===== config.mk =====
export PLATFORM = sky130hd
export DESIGN_NAME = oase_ctrl
export DESIGN_NICKNAME = d
export VERILOG_FILES = /design/src/rtl/oase_pkg.sv /design/src/rtl/oase_ctrl.sv
export SDC_FILE = /design/constraint.sdc
export NUM_CORES = 1
export LEC_CHECK = 0
export ABC_AREA = 1
export BUFFER_PORTS_ARGS = -buffer_cell sky130_fd_sc_hd__buf_4
export CORE_UTILIZATION = 51
export CTS_BUF_LIST = sky130_fd_sc_hd__clkbuf_4 sky130_fd_sc_hd__clkbuf_8 sky130_fd_sc_hd__clkbuf_16
export DETAILED_ROUTE_END_ITERATION = 10
export PLACE_DENSITY = 0.8
export SYNTH_ARGS = -nofsm -noshare
export SYNTH_HDL_FRONTEND = slang
export SYNTH_SLANG_ARGS = --single-unit

===== constraint.sdc =====
create_clock -name clk_i -period 1.7 [get_ports clk_i]
set_input_delay 0.255 -clock clk_i [delete_from_list [all_inputs] [get_ports clk_i]]
set_output_delay 0.255 -clock clk_i [all_outputs]
set_load 0.1 [all_outputs]

===== src/rtl/oase_pkg.sv =====
package oase_pkg;

  localparam int OpW     = 4;
  localparam int PosW    = 8;
  localparam int ValW    = 32;
  localparam int ResW    = 40;
  localparam int StatW   = 3;
  localparam int CntOutW = 9;

  typedef enum logic [OpW-1:0] {
    OP_APPEND  = 4'd0,
    OP_INSERT  = 4'd1,
    OP_DELETE  = 4'd2,
    OP_GET     = 4'd3,
    OP_SET     = 4'd4,
    OP_SEARCH  = 4'd5,
    OP_MAX     = 4'd6,
    OP_MIN     = 4'd7,
    OP_SUM     = 4'd8,
    OP_REVERSE = 4'd9
  } op_e;

  typedef enum logic [StatW-1:0] {
    ST_OK        = 3'd0,
    ST_BAD_INDEX = 3'd1,
    ST_FULL      = 3'd2,
    ST_NOT_FOUND = 3'd3,
    ST_EMPTY     = 3'd4
  } status_e;

  typedef enum logic [3:0] {
    STEP_NONE           = 4'd0,
    STEP_WR_AT_CNT      = 4'd1,
    STEP_WR_AT_POS      = 4'd2,
    STEP_SHIFT_UP_START = 4'd3,
    STEP_SHIFT_UP       = 4'd4,
    STEP_READ_POS       = 4'd5,
    STEP_DEL_FIRST      = 4'd6,
    STEP_SHIFT_DN       = 4'd7,
    STEP_SCAN_START     = 4'd8,
    STEP_SCAN           = 4'd9,
    STEP_RV_START       = 4'd10,
    STEP_RV_RJ          = 4'd11,
    STEP_RV_WI          = 4'd12,
    STEP_RV_WJ          = 4'd13
  } step_e;

  typedef enum logic [1:0] {
    CNT_HOLD = 2'd0,
    CNT_INC  = 2'd1,
    CNT_DEC  = 2'd2
  } cnt_e;

  typedef enum logic [2:0] {
    RES_KEEP    = 3'd0,
    RES_ZERO    = 3'd1,
    RES_OPERAND = 3'd2,
    RES_RDATA   = 3'd3,
    RES_MATCH   = 3'd4,
    RES_BEST    = 3'd5,
    RES_SUM     = 3'd6
  } res_e;

  typedef struct packed {
    logic    load_in;
    step_e   step;
    cnt_e    cnt;
    res_e    res;
    status_e status;
    logic    pick_max;
    logic    out_load;
  } cmd_t;

  typedef struct packed {
    logic full;
    logic empty;
    logic pos_gt_cnt;
    logic pos_ge_cnt;
    logic few;
    logic up_more;
    logic del_more;
    logic dn_more;
    logic scan_last;
    logic match;
    logic rv_more;
    logic out_free;
  } flags_t;

endpackage


===== src/rtl/oase_ctrl.sv =====
module oase_ctrl
  import oase_pkg::*;
(
  input  logic           clk_i,
  input  logic           rst_ni,
  input  logic           in_valid_i,
  output logic           in_stall_o,
  input  logic [OpW-1:0] in_op_i,
  input  flags_t         flags_i,
  output cmd_t           cmd_o
);

  localparam logic [3:0] S_IDLE      = 4'd0;
  localparam logic [3:0] S_DECODE    = 4'd1;
  localparam logic [3:0] S_SHIFT_UP  = 4'd2;
  localparam logic [3:0] S_INS_LAST  = 4'd3;
  localparam logic [3:0] S_DEL_FIRST = 4'd4;
  localparam logic [3:0] S_SHIFT_DN  = 4'd5;
  localparam logic [3:0] S_GET       = 4'd6;
  localparam logic [3:0] S_SCAN      = 4'd7;
  localparam logic [3:0] S_RV_RJ     = 4'd8;
  localparam logic [3:0] S_RV_WI     = 4'd9;
  localparam logic [3:0] S_RV_WJ     = 4'd10;
  localparam logic [3:0] S_DONE      = 4'd11;

  logic [3:0] state_q, state_d;
  op_e        op_q, op_d;
  cmd_t       cmd;

  assign in_stall_o = (state_q != S_IDLE);

  always_comb begin
    state_d      = state_q;
    op_d         = op_q;
    cmd.load_in  = 1'b0;
    cmd.step     = STEP_NONE;
    cmd.cnt      = CNT_HOLD;
    cmd.res      = RES_KEEP;
    cmd.status   = ST_OK;
    cmd.pick_max = (op_q == OP_MAX);
    cmd.out_load = 1'b0;
    case (state_q)
      S_IDLE: begin
        if (in_valid_i) begin
          cmd.load_in = 1'b1;
          op_d        = op_e'(in_op_i);
          state_d     = S_DECODE;
        end
      end
      S_DECODE: begin
        state_d = S_DONE;
        case (op_q)
          OP_APPEND: begin
            if (flags_i.full) begin
              cmd.res    = RES_ZERO;
              cmd.status = ST_FULL;
            end else begin
              cmd.step = STEP_WR_AT_CNT;
              cmd.cnt  = CNT_INC;
              cmd.res  = RES_OPERAND;
            end
          end
          OP_INSERT: begin
            if (flags_i.pos_gt_cnt) begin
              cmd.res    = RES_ZERO;
              cmd.status = ST_BAD_INDEX;
            end else if (flags_i.full) begin
              cmd.res    = RES_ZERO;
              cmd.status = ST_FULL;
            end else if (flags_i.pos_ge_cnt) begin
              cmd.step = STEP_WR_AT_POS;
              cmd.cnt  = CNT_INC;
              cmd.res  = RES_OPERAND;
            end else begin
              cmd.step = STEP_SHIFT_UP_START;
              state_d  = S_SHIFT_UP;
            end
          end
          OP_DELETE, OP_GET, OP_SET: begin
            if (flags_i.empty) begin
              cmd.res    = RES_ZERO;
              cmd.status = ST_EMPTY;
            end else if (flags_i.pos_ge_cnt) begin
              cmd.res    = RES_ZERO;
              cmd.status = ST_BAD_INDEX;
            end else if (op_q == OP_SET) begin
              cmd.step = STEP_WR_AT_POS;
              cmd.res  = RES_OPERAND;
            end else begin
              cmd.step = STEP_READ_POS;
              state_d  = (op_q == OP_DELETE) ? S_DEL_FIRST : S_GET;
            end
          end
          OP_SEARCH, OP_MAX, OP_MIN: begin
            if (flags_i.empty) begin
              cmd.res    = RES_ZERO;
              cmd.status = ST_EMPTY;
            end else begin
              cmd.step = STEP_SCAN_START;
              state_d  = S_SCAN;
            end
          end
          OP_SUM: begin
            if (flags_i.empty) begin
              cmd.res = RES_ZERO;
            end else begin
              cmd.step = STEP_SCAN_START;
              state_d  = S_SCAN;
            end
          end
          OP_REVERSE: begin
            if (flags_i.few) begin
              cmd.res = RES_ZERO;
            end else begin
              cmd.step = STEP_RV_START;
              state_d  = S_RV_RJ;
            end
          end
          default: begin
            cmd.res = RES_ZERO;
          end
        endcase
      end
      S_SHIFT_UP: begin
        cmd.step = STEP_SHIFT_UP;
        if (!flags_i.up_more) begin
          state_d = S_INS_LAST;
        end
      end
      S_INS_LAST: begin
        cmd.step = STEP_WR_AT_POS;
        cmd.cnt  = CNT_INC;
        cmd.res  = RES_OPERAND;
        state_d  = S_DONE;
      end
      S_DEL_FIRST: begin
        cmd.step = STEP_DEL_FIRST;
        cmd.res  = RES_RDATA;
        if (flags_i.del_more) begin
          state_d = S_SHIFT_DN;
        end else begin
          cmd.cnt = CNT_DEC;
          state_d = S_DONE;
        end
      end
      S_SHIFT_DN: begin
        cmd.step = STEP_SHIFT_DN;
        if (!flags_i.dn_more) begin
          cmd.cnt = CNT_DEC;
          state_d = S_DONE;
        end
      end
      S_GET: begin
        cmd.res = RES_RDATA;
        state_d = S_DONE;
      end
      S_SCAN: begin
        cmd.step = STEP_SCAN;
        case (op_q)
          OP_SEARCH: begin
            if (flags_i.match) begin
              cmd.res = RES_MATCH;
              state_d = S_DONE;
            end else if (flags_i.scan_last) begin
              cmd.res    = RES_ZERO;
              cmd.status = ST_NOT_FOUND;
              state_d    = S_DONE;
            end
          end
          OP_MAX, OP_MIN: begin
            if (flags_i.scan_last) begin
              cmd.res = RES_BEST;
              state_d = S_DONE;
            end
          end
          default: begin
            if (flags_i.scan_last) begin
              cmd.res = RES_SUM;
              state_d = S_DONE;
            end
          end
        endcase
      end
      S_RV_RJ: begin
        cmd.step = STEP_RV_RJ;
        state_d  = S_RV_WI;
      end
      S_RV_WI: begin
        cmd.step = STEP_RV_WI;
        state_d  = S_RV_WJ;
      end
      S_RV_WJ: begin
        cmd.step = STEP_RV_WJ;
        if (flags_i.rv_more) begin
          state_d = S_RV_RJ;
        end else begin
          cmd.res = RES_ZERO;
          state_d = S_DONE;
        end
      end
      S_DONE: begin
        if (flags_i.out_free) begin
          cmd.out_load = 1'b1;
          state_d      = S_IDLE;
        end
      end
      default: begin
        state_d = S_IDLE;
      end
    endcase
  end

  assign cmd_o = cmd;

  always_ff @(posedge clk_i or negedge rst_ni) begin
    if (!rst_ni) begin
      state_q <= S_IDLE;
      op_q    <= OP_APPEND;
    end else begin
      state_q <= state_d;
      op_q    <= op_d;
    end
  end

  assert property (@(posedge clk_i) disable iff (!rst_ni)
    (in_valid_i && !in_stall_o) |=> in_stall_o)
    else $error("second item taken while one is in flight");

  assert property (@(posedge clk_i) disable iff (!rst_ni)
    (state_q == S_DONE && !flags_i.out_free) |=> (state_q == S_DONE))
    else $error("result dropped while output is stalled");

  assert property (@(posedge clk_i) disable iff (!rst_ni)
    (state_q == S_IDLE) |-> (cmd_o.step == STEP_NONE && cmd_o.cnt == CNT_HOLD))
    else $error("entry store touched while idle");

endmodule


==> results by group, run 1 <==
Run status
  – Tool Error: [ERROR DPL-0038] Utilization greater than 100%, impossible to legalize
  – Stopped at: clock tree synthesis (4_1_cts)
  – Status: stopped before the end

CTS
  – H-tree Lvls: 1
  – Clock Tree Root: clkbuf_4
  – Sink Count: 8
  – Post-CTS Hold Buffers: 1
  – Longest Clk Path Bufs: 2
  – # resized after CTS: 81
  – Setup Fix Bufs, Post-CTS: 11
  – CTS buffer count: 3

Logic synthesis
  – Synth unique cells: 28
  – EDFF count, synth: 0
  – Register bit count reported by yosys: 8
  – Sequential-to-total area share from yosys stat: 17.7%
  – Ys Warns: 0
  – Netlist Area Pre-Place: 1130 um2
  – Post-Syn Area per Cell: 5.73 um2
  – Synth Net Count: 216
  – Ys async rst share: 100%
  – Syn Inst Count: 197
  – Post-synth top flop: dfrtp_1

Placed design
  – HPWL Detailed: 3680 um
  – IO Port Bufs: 34
  – Final GP Congestion: 1.06
  – Placed Area: 1870 um2

Floorplanning
  – Die width: 49.0 um
  – Initial Util: 55.8%
  – Die Y: 49.0 um
  – Rows: 16
  – Top Ports: 35
per-stage QoR:
| stage | setup WS [ns] | util [%] | hold slack (ns) | cells | TNS [ns] |
|---|---|---|---|---|---|
| 3_5_place_dp | -0.175 | 92.5 | 0.0767 | 299 | -0.932 |
| 3_3_place_gp | -0.0717 | 92.5 | 0.0738 | 299 | -0.313 |
| 2_1_floorplan | -0.837 | - | -0.0406 | 197 | -3.09 |
cell usage after synthesis (all sizes together), types with 2 or more instances:
library cell | instances | area, um2
a21oi | 6 | 30.0
dfrtp | 8 | 200
inv | 33 | 126
nand2 | 70 | 310
nand3 | 14 | 70.1
nand4 | 3 | 18.8
nor2 | 31 | 169
nor3 | 5 | 35.0
o2111ai | 2 | 17.5
o21ai | 15 | 75.1
logic make-up after synthesis:
family | after synthesis | synth area share [%]
AND/OR/NAND/NOR | 125 | 54.7
flip-flops | 8 | 17.7
buffers and inverters | 34 | 11.9
AO/OA/AOI/OAI | 30 | 15.7
==> inputs of run 2 (changes only) <==
CORE_AREA = 2 2 63 65   (was not set)
CORE_UTILIZATION = not set   (was 51)
CTS_BUF_LIST = not set   (was sky130_fd_sc_hd__clkbuf_4 sky130_fd_sc_hd__clkbuf_8 sky130_fd_sc_hd__clkbuf_16)
DIE_AREA = 0 0 65 67   (was not set)
PLACE_DENSITY = not set   (was 0.8)
PLACE_DENSITY_LB_ADDON = 0.15   (was not set)
==> run 2 against run 1 <==
  * The flow now finishes, with violations (setup timing)
  * Synthesized area did not move
  * Synthesized cell count did not move
==> results by group, run 2 <==
Run status
  – Status: finished, violations left
  – Failing checks: setup timing

STA
  – Unrepaired setup endpoints after global routing: true
  – Fin. Hold Viols: 0
  – Relative slew slack: 81.6%
  – Tmin final: 1.92 ns
  – Fin worst setup slack: -0.220 ns
  – F_max: 521 MHz
  – Least-Margin Pin Slew: 0.278 ns
  – Setup TNS: -1.87 ns
  – Fin crit share: 113%
  – Setup-failing EPs final: 12
  – Max Slew Vio Count: 0
  – Skew final: 0.00247 ns

Logic synthesis
  – Top-count cell post-synth: nand2_1
  – Ys Warns: 0
  – Post-Syn Area per Cell: 5.73 um2
  – Netlist Area Pre-Place: 1130 um2
  – Synth top area share: 19.0%
  – Ys async rst share: 100%
  – Area leader, netlist: nand2_1
  – Most frequent cells after synthesis: nand2_1, inv_1, nor2_1
  – Sequential-to-total area share from yosys stat: 17.7%
  – Post-synth top flop: dfrtp_1
  – Syn Inst Count: 197
  – Main area contributors after synthesis: nand2_1, dfrtp_1, inv_1
  – Synth unique cells: 28
  – EDFF count, synth: 0
  – Synth Net Count: 216
  – Register bit count reported by yosys: 8

Final layout
  – Layout area overhead: 107%
  – Antenna Cells: 0
  – Top flop regs: op_q x4, state_q x4
  – Final net count: 302
  – Layout cell share with drive strength beyond 1: 62.3%
  – Commonest non-fill, non-tap cell in the layout: buf_4
  – Commonest cells after routing, fill and taps aside: buf_4, nand2_1, nand2_2, inv_1, buf_12

Routing
  – Initial drt markers: 43
  – WL per Instance: 11.7 um
  – Routed vias: 1551
  – DRC viols: 0
  – Post-DRT Antenna Nets: 0
  – Routed WL: 3850 um
  – Vias per cell: 4.71
  – Total iterations of the first detailed-routing run: 4

Setup path
  – Crit path max fanout: 5
  – Reg2reg start: op_q[1]
  – Worst setup EP type: output port
  – Critical path arrival: 1.67 ns
  – Max stage delay cell, worst path: dfrtp_2
  – Setup CP Type: register to output port
  – Worst Setup SP: op_q[0]
  – Slowest stage delay, CP: 0.45 ns
  – CP Data Required Time: 1.44 ns
  – Critical path launch point type: register
  – R2R setup slack: 0.07 ns
  – Crit-path cells: inv_4 -> nor2_2 -> nand2_2 -> nor2_4 -> o31ai_2 -> nand4_1 -> buf_8

Worst hold path
  – Min-Delay Path Class: input pin to register
  – Worst Min Path Start: in_op_i[0]

CTS
  – Clock Tree Root: clkbuf_8
  – H-tree Lvls: 1
  – Worst skew pair latency: 0.22 ns
  – Sink Count: 8
  – CTS tree: done
  – Longest Clk Path Bufs: 2
  – CTS buffer count: 3
  – Clk slew on worst S/H paths: 0.04 ns

Floorplanning
  – Die Y: 67 um
  – Die width: 65 um
  – Total die area: 4360 um2
  – Rows: 22
  – Top Ports: 35
  – Initial Util: 31.3%
  – Total core area: 3610 um2

Global routing
  – GRT overflow: 0
  – Initial antenna violation count: 0
  – Total GRT Usage: 18.3%
  – Vias in the first global route: 1434
  – Largest net degree at the start of global routing: 9
  – First-pass GRT wire length: 6260 um

Placed design
  – HPWL Detailed: 2980 um
  – IO Port Bufs: 34
  – Final GP Congestion: 0.818

Flow run
  – Max-Cap Viols: 0
==> run 2: cell counts after synthesis <==
No cell type changed its count.
==> run 2: worst paths after layout <==
path,endpoint,depth (start not counted)
max,cmd_o[11],7
max reg2reg,state_q[1],11
min,op_q[0],3
min reg2reg,state_q[0],3
min in group asynchronous,op_q[1],2
max in group asynchronous,state_q[0],2
==> run 2: logic make-up after synthesis <==
| group | after synthesis | share of synthesized area, % |
|---|---|---|
| DFF | 8 | 17.7 |
| buffers and inverters | 34 | 11.9 |
| AOI/OAI and AO/OA | 30 | 15.7 |
| and+or+nand+nor | 125 | 54.7 |
==> run 2: metal layers <==
metal  global-route usage, %  wire length [um]  vias to the layer above
li1                        -                 -                      805
met1                    25.3              1750                      691
met2                    31.2              1900                       47
met3                   0.676               138                        8
met4                    4.79                55                        0
met5                       0                 0                        -
==> run 2: area by class of cell <==
class                           instances  area [um2]
Sequential cell                         8         208
Fill cell                             334        1270
Tap cell                               48        60.1
Timing Repair Buffer                   82         806
Multi-Input combinational cell        155        1080
Clock buffer                            3        41.3
Inverter                               33         144
==> run 2: what timing repair did <==
item | 4_1_cts | 5_1_grt
setup endpoints to repair | 14 | 15
hold buffers | 1 | 0
buffers inserted | 10 | 3
resized for setup | 65 | 40
endpoints found under the hold margin | 8 | 0
pin swaps | 16 | 19
==> run 2: metrics by stage <==
stage / std cells / util, % / worst slack [ns] / hold slack [ns] / instance area, um2
global placement: 312 / 50.6 / -0.112 / 0.0778 / 1820
finish: 329 / 64.8 / -0.220 / 0.240 / 2340
detailed placement: 312 / 50.6 / -0.126 / 0.0785 / 1820
global route: 329 / 64.8 / -0.325 / 0.259 / 2340
floorplan: 197 / - / -0.837 / -0.0406 / 1260
CTS: 326 / 60.1 / -0.198 / 0.238 / 2170
==> run 2: worst max-delay path: cells and delay by family, from the launching register on <==
| kind | cells | cell delay [ns] |
|---|---|---|
| DFF | 1 | 0.45 |
| AOI/OAI and AO/OA | 1 | 0.29 |
| buffers and inverters | 2 | 0.30 |
| and+or+nand+nor | 4 | 0.40 |
Power of run 2 is left out: the tool's default activity adds up to more than one toggle a clock period on the data nets, which glitch-free logic cannot reach.
